--- src/rtl/core/sprt_pkg.sv ---
package sprt_pkg;

   localparam int PAGE_SHIFT = 12;
   localparam int PAGE_OUT_W = 40;
   localparam int STATUS_W   = 3;
   localparam int REQ_KIND_W = 2;

   typedef enum logic [STATUS_W-1:0] {
      ST_OK         = 3'd0,
      ST_MISALIGNED = 3'd1,
      ST_CONFLICT   = 3'd2,
      ST_FULL       = 3'd3,
      ST_NOT_FOUND  = 3'd4,
      ST_UNKNOWN    = 3'd5
   } status_type;

   typedef enum logic [REQ_KIND_W-1:0] {
      REQ_MAP       = 2'd0,
      REQ_UNMAP     = 2'd1,
      REQ_VIOLATION = 2'd2,
      REQ_NONE      = 2'd3
   } req_kind_type;

   // result of comparing one table entry against the pending item
   typedef struct packed {
      logic guest_hit;
      logic conflict;
   } match_type;

endpackage

--- src/rtl/core/sprt_cmp_unit.sv ---
module sprt_cmp_unit #(
   parameter int PAGE_W = 40
) (
   input  logic [PAGE_W-1:0]  ent_guest_page,
   input  logic [PAGE_W-1:0]  ent_rw_page,
   input  logic [PAGE_W-1:0]  ent_fetch_page,
   input  logic [PAGE_W-1:0]  new_guest_page,
   input  logic [PAGE_W-1:0]  new_rw_page,
   input  logic [PAGE_W-1:0]  new_fetch_page,
   output sprt_pkg::match_type match
);
   import sprt_pkg::*;

   logic guest_eq;

   assign guest_eq = (ent_guest_page == new_guest_page);

   assign match.guest_hit = guest_eq;
   // either mapping's guest page equal to any of the other mapping's pages
   assign match.conflict  = guest_eq
                          || (ent_fetch_page == new_guest_page)
                          || (ent_rw_page == new_guest_page)
                          || (ent_guest_page == new_rw_page)
                          || (ent_guest_page == new_fetch_page);

endmodule

--- src/rtl/core/split_page_remap_table_core.sv ---
// Timing: a misaligned map, an unmap with a page offset or an unused request code
// answers in the cycle after accept; other items scan the table one entry per cycle,
// stopping early when a lookup or unmap hits or a map clashes.
// Throughput: one item at a time; a new item is taken the cycle after the result leaves.
// Reset (synchronous, active high) clears all entry valid bits and the sequencer;
// entry pages stay unwritten until a map stores them.
module split_page_remap_table_core #(
   parameter int MAX_ENTRIES = 16,
   parameter int ADDR_BITS   = 52
) (
   input  logic                            clock,
   input  logic                            reset,
   input  logic                            req_valid,
   output logic                            req_stall,
   input  logic [sprt_pkg::REQ_KIND_W-1:0] req_type,
   input  logic [ADDR_BITS-1:0]            req_guest_addr,
   input  logic [ADDR_BITS-1:0]            req_host_rw_addr,
   input  logic [ADDR_BITS-1:0]            req_host_fetch_addr,
   input  logic                            req_access_read,
   input  logic                            req_access_write,
   input  logic                            req_access_fetch,
   output logic                            rsp_valid,
   input  logic                            rsp_stall,
   output logic [sprt_pkg::STATUS_W-1:0]   rsp_status,
   output logic                            rsp_remap_valid,
   output logic [sprt_pkg::PAGE_OUT_W-1:0] rsp_remap_guest_page,
   output logic [sprt_pkg::PAGE_OUT_W-1:0] rsp_remap_target_page,
   output logic                            rsp_remap_allow_rw,
   output logic                            rsp_remap_allow_fetch,
   output logic                            rsp_flush_translations
);
   import sprt_pkg::*;

   localparam int PAGE_W = ADDR_BITS - PAGE_SHIFT;
   localparam int IDX_W  = (MAX_ENTRIES > 1) ? $clog2(MAX_ENTRIES) : 1;
   localparam int CNT_W  = $clog2(MAX_ENTRIES + 1);
   localparam logic [IDX_W-1:0] LAST_IDX = IDX_W'(MAX_ENTRIES - 1);
   localparam logic [CNT_W-1:0] NUM_ENT  = CNT_W'(MAX_ENTRIES);

   typedef enum logic [2:0] {
      S_IDLE = 3'b001,
      S_SCAN = 3'b010,
      S_RESP = 3'b100
   } state_type;

   state_type state_ff, state_in;

   // pending item
   req_kind_type      kind_ff, kind_in;
   logic [PAGE_W-1:0] gp_ff, gp_in;
   logic [PAGE_W-1:0] rp_ff, rp_in;
   logic [PAGE_W-1:0] fp_ff, fp_in;
   logic              acc_rw_ff, acc_rw_in;
   logic              acc_fetch_ff, acc_fetch_in;

   // scan sequencer
   logic [CNT_W-1:0]  issue_ff, issue_in;
   logic              chk_vld_ff, chk_vld_in;
   logic [IDX_W-1:0]  chk_idx_ff, chk_idx_in;
   logic              free_found_ff, free_found_in;
   logic [IDX_W-1:0]  free_idx_ff, free_idx_in;

   // table
   logic [MAX_ENTRIES-1:0] valid_ff, valid_in;
   logic [3*PAGE_W-1:0]    mem [MAX_ENTRIES];
   logic [3*PAGE_W-1:0]    rd_data_ff;
   logic [IDX_W-1:0]       rd_addr;
   logic                   wr_en;
   logic [IDX_W-1:0]       wr_idx;

   logic [PAGE_W-1:0] ent_guest;
   logic [PAGE_W-1:0] ent_rw;
   logic [PAGE_W-1:0] ent_fetch;
   match_type         match;

   // result register
   status_type        status_ff, status_in;
   logic              cmd_ff, cmd_in;
   logic [PAGE_W-1:0] out_guest_ff, out_guest_in;
   logic [PAGE_W-1:0] out_target_ff, out_target_in;
   logic              out_rw_ff, out_rw_in;
   logic              out_fetch_ff, out_fetch_in;

   logic req_acc;

   assign req_stall = (state_ff != S_IDLE);
   assign req_acc   = req_valid && !req_stall;

   assign ent_guest = rd_data_ff[3*PAGE_W-1:2*PAGE_W];
   assign ent_rw    = rd_data_ff[2*PAGE_W-1:PAGE_W];
   assign ent_fetch = rd_data_ff[PAGE_W-1:0];

   sprt_cmp_unit #(
      .PAGE_W(PAGE_W)
   ) u_cmp (
      .ent_guest_page (ent_guest),
      .ent_rw_page    (ent_rw),
      .ent_fetch_page (ent_fetch),
      .new_guest_page (gp_ff),
      .new_rw_page    (rp_ff),
      .new_fetch_page (fp_ff),
      .match          (match)
   );

   always_comb begin
      logic        fin;
      logic        ent_vld;
      logic        last;
      logic        g_off;
      logic        r_off;
      logic        f_off;
      fin           = 1'b0;
      ent_vld       = 1'b0;
      last          = 1'b0;
      g_off         = |req_guest_addr[PAGE_SHIFT-1:0];
      r_off         = |req_host_rw_addr[PAGE_SHIFT-1:0];
      f_off         = |req_host_fetch_addr[PAGE_SHIFT-1:0];
      state_in      = state_ff;
      kind_in       = kind_ff;
      gp_in         = gp_ff;
      rp_in         = rp_ff;
      fp_in         = fp_ff;
      acc_rw_in     = acc_rw_ff;
      acc_fetch_in  = acc_fetch_ff;
      issue_in      = issue_ff;
      chk_vld_in    = 1'b0;
      chk_idx_in    = chk_idx_ff;
      free_found_in = free_found_ff;
      free_idx_in   = free_idx_ff;
      valid_in      = valid_ff;
      rd_addr       = issue_ff[IDX_W-1:0];
      wr_en         = 1'b0;
      wr_idx        = free_idx_ff;
      status_in     = status_ff;
      cmd_in        = cmd_ff;
      out_guest_in  = out_guest_ff;
      out_target_in = out_target_ff;
      out_rw_in     = out_rw_ff;
      out_fetch_in  = out_fetch_ff;

      unique case (state_ff)
         S_IDLE: begin
            if (req_acc) begin
               kind_in       = req_kind_type'(req_type);
               gp_in         = req_guest_addr[ADDR_BITS-1:PAGE_SHIFT];
               rp_in         = req_host_rw_addr[ADDR_BITS-1:PAGE_SHIFT];
               fp_in         = req_host_fetch_addr[ADDR_BITS-1:PAGE_SHIFT];
               acc_rw_in     = req_access_read || req_access_write;
               acc_fetch_in  = req_access_fetch;
               issue_in      = '0;
               free_found_in = 1'b0;
               status_in     = ST_OK;
               cmd_in        = 1'b0;
               out_guest_in  = '0;
               out_target_in = '0;
               out_rw_in     = 1'b0;
               out_fetch_in  = 1'b0;
               unique case (req_kind_type'(req_type))
                  REQ_MAP: begin
                     if (g_off || r_off || f_off) begin
                        status_in = ST_MISALIGNED;
                        fin       = 1'b1;
                     end
                  end
                  REQ_UNMAP: begin
                     // full-address compare: an offset can never match
                     if (g_off) begin
                        status_in = ST_NOT_FOUND;
                        fin       = 1'b1;
                     end
                  end
                  REQ_VIOLATION: begin
                  end
                  REQ_NONE: begin
                     fin = 1'b1;
                  end
                  default: begin
                     fin = 1'b1;
                  end
               endcase
               state_in = fin ? S_RESP : S_SCAN;
            end
         end

         S_SCAN: begin
            // read one entry per cycle; it is checked the following cycle
            if (issue_ff < NUM_ENT) begin
               chk_vld_in = 1'b1;
               chk_idx_in = issue_ff[IDX_W-1:0];
               issue_in   = issue_ff + CNT_W'(1);
            end
            if (chk_vld_ff) begin
               ent_vld = valid_ff[chk_idx_ff];
               last    = (chk_idx_ff == LAST_IDX);
               unique case (kind_ff)
                  REQ_MAP: begin
                     if (ent_vld && match.conflict) begin
                        status_in = ST_CONFLICT;
                        fin       = 1'b1;
                     end else begin
                        if (!ent_vld && !free_found_ff) begin
                           free_found_in = 1'b1;
                           free_idx_in   = chk_idx_ff;
                        end
                        if (last) begin
                           fin = 1'b1;
                           if (free_found_ff || !ent_vld) begin
                              wr_en            = 1'b1;
                              wr_idx           = free_found_ff ? free_idx_ff : chk_idx_ff;
                              valid_in[wr_idx] = 1'b1;
                              cmd_in           = 1'b1;
                              out_guest_in     = gp_ff;
                              out_target_in    = gp_ff;
                           end else begin
                              status_in = ST_FULL;
                           end
                        end
                     end
                  end
                  REQ_UNMAP: begin
                     if (ent_vld && match.guest_hit) begin
                        fin                  = 1'b1;
                        valid_in[chk_idx_ff] = 1'b0;
                        cmd_in               = 1'b1;
                        out_guest_in         = gp_ff;
                        out_target_in        = gp_ff;
                        out_rw_in            = 1'b1;
                        out_fetch_in         = 1'b1;
                     end else if (last) begin
                        status_in = ST_NOT_FOUND;
                        fin       = 1'b1;
                     end
                  end
                  default: begin
                     if (ent_vld && match.guest_hit) begin
                        fin = 1'b1;
                        // data access takes precedence over fetch
                        if (acc_rw_ff) begin
                           cmd_in        = 1'b1;
                           out_guest_in  = ent_guest;
                           out_target_in = ent_rw;
                           out_rw_in     = 1'b1;
                        end else if (acc_fetch_ff) begin
                           cmd_in        = 1'b1;
                           out_guest_in  = ent_guest;
                           out_target_in = ent_fetch;
                           out_fetch_in  = 1'b1;
                        end else begin
                           status_in = ST_UNKNOWN;
                        end
                     end else if (last) begin
                        status_in = ST_NOT_FOUND;
                        fin       = 1'b1;
                     end
                  end
               endcase
            end
            if (fin) begin
               chk_vld_in = 1'b0;
               state_in   = S_RESP;
            end
         end

         S_RESP: begin
            if (!rsp_stall) begin
               state_in = S_IDLE;
            end
         end

         default: begin
            state_in = S_IDLE;
         end
      endcase
   end

   always_ff @(posedge clock) begin
      if (reset) begin
         state_ff   <= S_IDLE;
         chk_vld_ff <= 1'b0;
         valid_ff   <= '0;
      end else begin
         state_ff   <= state_in;
         chk_vld_ff <= chk_vld_in;
         valid_ff   <= valid_in;
      end
   end

   always_ff @(posedge clock) begin
      kind_ff       <= kind_in;
      gp_ff         <= gp_in;
      rp_ff         <= rp_in;
      fp_ff         <= fp_in;
      acc_rw_ff     <= acc_rw_in;
      acc_fetch_ff  <= acc_fetch_in;
      issue_ff      <= issue_in;
      chk_idx_ff    <= chk_idx_in;
      free_found_ff <= free_found_in;
      free_idx_ff   <= free_idx_in;
      status_ff     <= status_in;
      cmd_ff        <= cmd_in;
      out_guest_ff  <= out_guest_in;
      out_target_ff <= out_target_in;
      out_rw_ff     <= out_rw_in;
      out_fetch_ff  <= out_fetch_in;
   end

   always_ff @(posedge clock) begin
      if (wr_en) begin
         mem[wr_idx] <= {gp_ff, rp_ff, fp_ff};
      end
      rd_data_ff <= mem[rd_addr];
   end

   assign rsp_valid              = (state_ff == S_RESP);
   assign rsp_status             = status_ff;
   assign rsp_remap_valid        = cmd_ff;
   assign rsp_remap_guest_page   = PAGE_OUT_W'(out_guest_ff);
   assign rsp_remap_target_page  = PAGE_OUT_W'(out_target_ff);
   assign rsp_remap_allow_rw     = out_rw_ff;
   assign rsp_remap_allow_fetch  = out_fetch_ff;
   assign rsp_flush_translations = cmd_ff;

endmodule

--- config.mk ---
export PLATFORM = sky130hd
export DESIGN_NAME = split_page_remap_table_core
export DESIGN_NICKNAME = d
export VERILOG_FILES = /design/src/rtl/core/sprt_pkg.sv /design/src/rtl/core/sprt_cmp_unit.sv /design/src/rtl/core/split_page_remap_table_core.sv
export SDC_FILE = /design/constraint.sdc
export NUM_CORES = 2
export LEC_CHECK = 0
export BUFFER_PORTS_ARGS = -buffer_cell sky130_fd_sc_hd__buf_4
export CELL_PAD_IN_SITES_DETAIL_PLACEMENT = 1
export CELL_PAD_IN_SITES_GLOBAL_PLACEMENT = 1
export CORE_MARGIN = 5
export CORE_UTILIZATION = 40
export DETAILED_ROUTE_END_ITERATION = 10
export HOLD_SLACK_MARGIN = 0.08
export PLACE_DENSITY_LB_ADDON = 0.2
export SETUP_SLACK_MARGIN = 0.1
export SLEW_MARGIN = 20
export SYNTH_ARGS = -nofsm -noshare
export SYNTH_HDL_FRONTEND = slang
export SYNTH_SLANG_ARGS = --single-unit
export TNS_END_PERCENT = 50
--- constraint.sdc ---
create_clock -name clock -period 19.8 [get_ports clock]
set_input_delay 3.96 -clock clock [delete_from_list [all_inputs] [get_ports clock]]
set_output_delay 3.96 -clock clock [all_outputs]
set_load 0.01 [all_outputs]
==> reports/metrics.yaml <==
synth.cell_area_mm2: 0.0867
hp-class: "flop to flop"
synth_xor_area_frac: 0.0205
coreArea_mm2: 0.217
setup.worst_path.start_class: "flop"
start_util: 0.400
synth_top_area_frac: 0.743
vias: 41900
firstDrtPassIters: 5
p_int_uw: 8140
seq_power_share: 0.528
p_sw_frac: 0.228
syn_inst: 3776
ys.flop_type: "edfxtp_1"
nFillCells: 19500
power_density_mw_per_mm2: 105
regArea_mm2: 0.0672
outcome: "finished clean"
cts.sinks: 2284
ys_top_cells_by_count: "2144 x edfxtp_1, 601 x mux4_2, 140 x dfxtp_1"
slowest_stage: "nor2_4"
synth-adder-area-share: 0.000144
numCtsBuffers: 229
drt_wl_total_um: 258000
place_ws_ns: 13.12
clock-root-buffer: "clkbuf_16"
tritoncts: "yes"
post-synth-top-count-cell: "edfxtp_1"
synth_edf_count: 2144
drive_gt1_frac: 0.310
setup_viol: 0
fmax_mhz: 168
ioPinCount: 254
synth.top_cells.by_area: "edfxtp_1 74%, mux4_2 16%, dfxtp_1 3.2%"
multi_input_area_mm2: 0.0187
synth_top_family_by_area: "multiplexers"
post_cts_resized: 0
post_cts_buffers: 0
clock_skew_ns: 0.0519
port_buffers: 253
cp.required_ns: 20.29
syn_nets: 3942
antenna_found_initial: 17
dieArea_mm2: 0.226
period_share: 0.300
hold_viol: 0
grt_max_degree: 99
yosys.area_share.simple: 0.0163
hpwlAfterDp_um: 149000
whs_path_depth: 2
nNetsFinal: 4327
layout_min_cycle_time_ns: 5.94
synth_top_cell_by_area: "edfxtp_1"
synth-compound-area-share: 0.0108
die_w_um: 476
reg2regPathDepth: 10
crit_buf_inv: 2
clock_latency_ns: 0.88
cp.arrival_ns: 6.43
critical_path.top_delay_family: "simple AND/OR/NAND/NOR gates"
gp_congestion: 0.850
p_leak_uw: 0.0318
path_cells: "xor2_1 > nor4_1 > nand4_1 > nor4_1 > nor4_4 > a21bo_2 > nand3_1 > nor2_4 > buf_4 > buf_4"
seq_area_frac_synth: 0.775
drc: 0
yosysWarnings: 0
endpoint_kind: "flop"
cp_slowest_stage_delay_ns: 0.87
synthMuxAreaShare: 0.166
synth-async-reset-ratio: 0
htreeDepth: 4
synth.avg_cell_area_um2: 23.0
maxSlewHeadroom: 0.279
grt_pass1_wl_um: 357000
switching_power_uw: 2400
area_growth_pct: 15.4
tns_ns: 0
power.share.clock: 0.415
ys_seq_elements: 2284
ant_nets: 0
worstMarginPinSlew_ns: 1.08
worst_slack_ns: 13.86
drt_iter0_drc: 5173
clockBufferDepth: 3
p_comb_frac: 0.057
ys_types: 66
vias_per_cell: 5.81
die_h_um: 476
critical_path.max_fanout: 41
grt-ovfl-total: 0
grt_pass1_vias: 43000
crit_cells: 10
track_usage: 0.228
cts_hold_buf: 0
p_total_uw: 10500
rsz0062_at_grt: "no"
slew_viol_final: 0
drv_cap: 0
path_clk_slew_ns: 0.06
placementRows: 171
setup.worst_path.class: "flop to flop"
wl_per_cell_um: 35.7
ir_worst_vdd_mv: 0.0870
[cells in the final DEF (no fill, tap or decap), types with 9 or more instances in the layout]
cell	Yosys	final
edfxtp_1	2144	2144
mux4_2	601	601
buf_4	1	352
clkbuf_16	0	232
dfxtp_1	140	140
xor2_1	138	138
nor2_1	119	102
mux2i_1	82	82
xnor2_1	65	65
clkbuf_1	131	55
nor4_1	49	49
a211oi_1	43	43
clkinv_2	0	43
clkinv_1	0	37
nand4_1	29	29
bufinv_16	0	21
nand2b_1	20	20
clkbuf_8	0	19
nor2_4	0	17
a21oi_1	15	15
nand2_1	13	13
buf_12	0	12
nand3_1	9	9
[flip-flops by register name, summed over array words and instances, names as in the netlist, 2 cells and up]
register               count
free_idx_ff                4
rp_ff                     40
fp_ff                     40
rsp_remap_target_page     40
rsp_status                 3
state_ff                   3
gp_ff                     40
valid_ff                  16
mem                     1920
rd_data_ff               120
kind_ff                    2
rsp_remap_guest_page      40
chk_idx_ff                 4
issue_ff                   5
[worst paths after layout]
kind	start	endpoint	slack, ns
worst min register to register	valid_ff[12]	valid_ff[12]	0.47
worst max-delay path	fp_ff[1]	mem[12][2]	13.86
worst max register to register	fp_ff[1]	mem[12][2]	13.86
worst min-delay path	valid_ff[12]	valid_ff[12]	0.47
[power groups by stage]
stage	logic (uW)	registers (uW)	clock network [uW]
finish	602	5570	4380
CTS	606	5570	4470
floorplan	354	5560	0
global route	634	5570	4690
global placement	601	5660	0
detailed placement	603	5670	0
[routing by layer]
metal  part of all wire  vias up  GRT usage
met3              0.073      294     0.0425
met5                  0        -          0
met4              0.023        0     0.0533
met1               0.42    23300      0.328
li1                   -    16600          -
met2               0.48     1700      0.364
[worst register-to-register path: stages (launching register included)]
cell      delay, ns
edfxtp_1       0.86
xor2_1         0.42
nor4_1         0.18
nand4_1        0.13
nor4_1         0.11
nor4_4         0.69
a21bo_2        0.32
nand3_1        0.35
nor2_4         0.87
buf_4          0.86
buf_4          0.75
[stage by stage]
step | instances | utilization | hold WS, ns | area (um^2)
floorplan | 3776 | - | 0.424 | 86700
global placement | 6782 | 0.427 | 0.456 | 92400
detailed placement | 6782 | 0.427 | 0.465 | 92400
CTS | 7217 | 0.462 | 0.479 | 100000
global route | 7220 | 0.462 | 0.492 | 100000
finish | 7221 | 0.462 | 0.473 | 100000
[cell type report]
cell class,count,share of cell area
inverters,7,0.000263
clock inverters,129,0.0134
well taps,2854,0.0357
multi-input cells,1273,0.187
diodes,2,0.0000500
repair buffers,366,0.0294
flip-flops and latches,2284,0.671
clock buffers,306,0.0627
[logic make-up after synthesis]
family          count (synthesis)
flops                        2284
mux                           686
simple gates                  270
buf+inv                       219
xor+xnor                      203
compound gates                113
fa+ha+maj                       1
(Power assumes the default switching activity.)
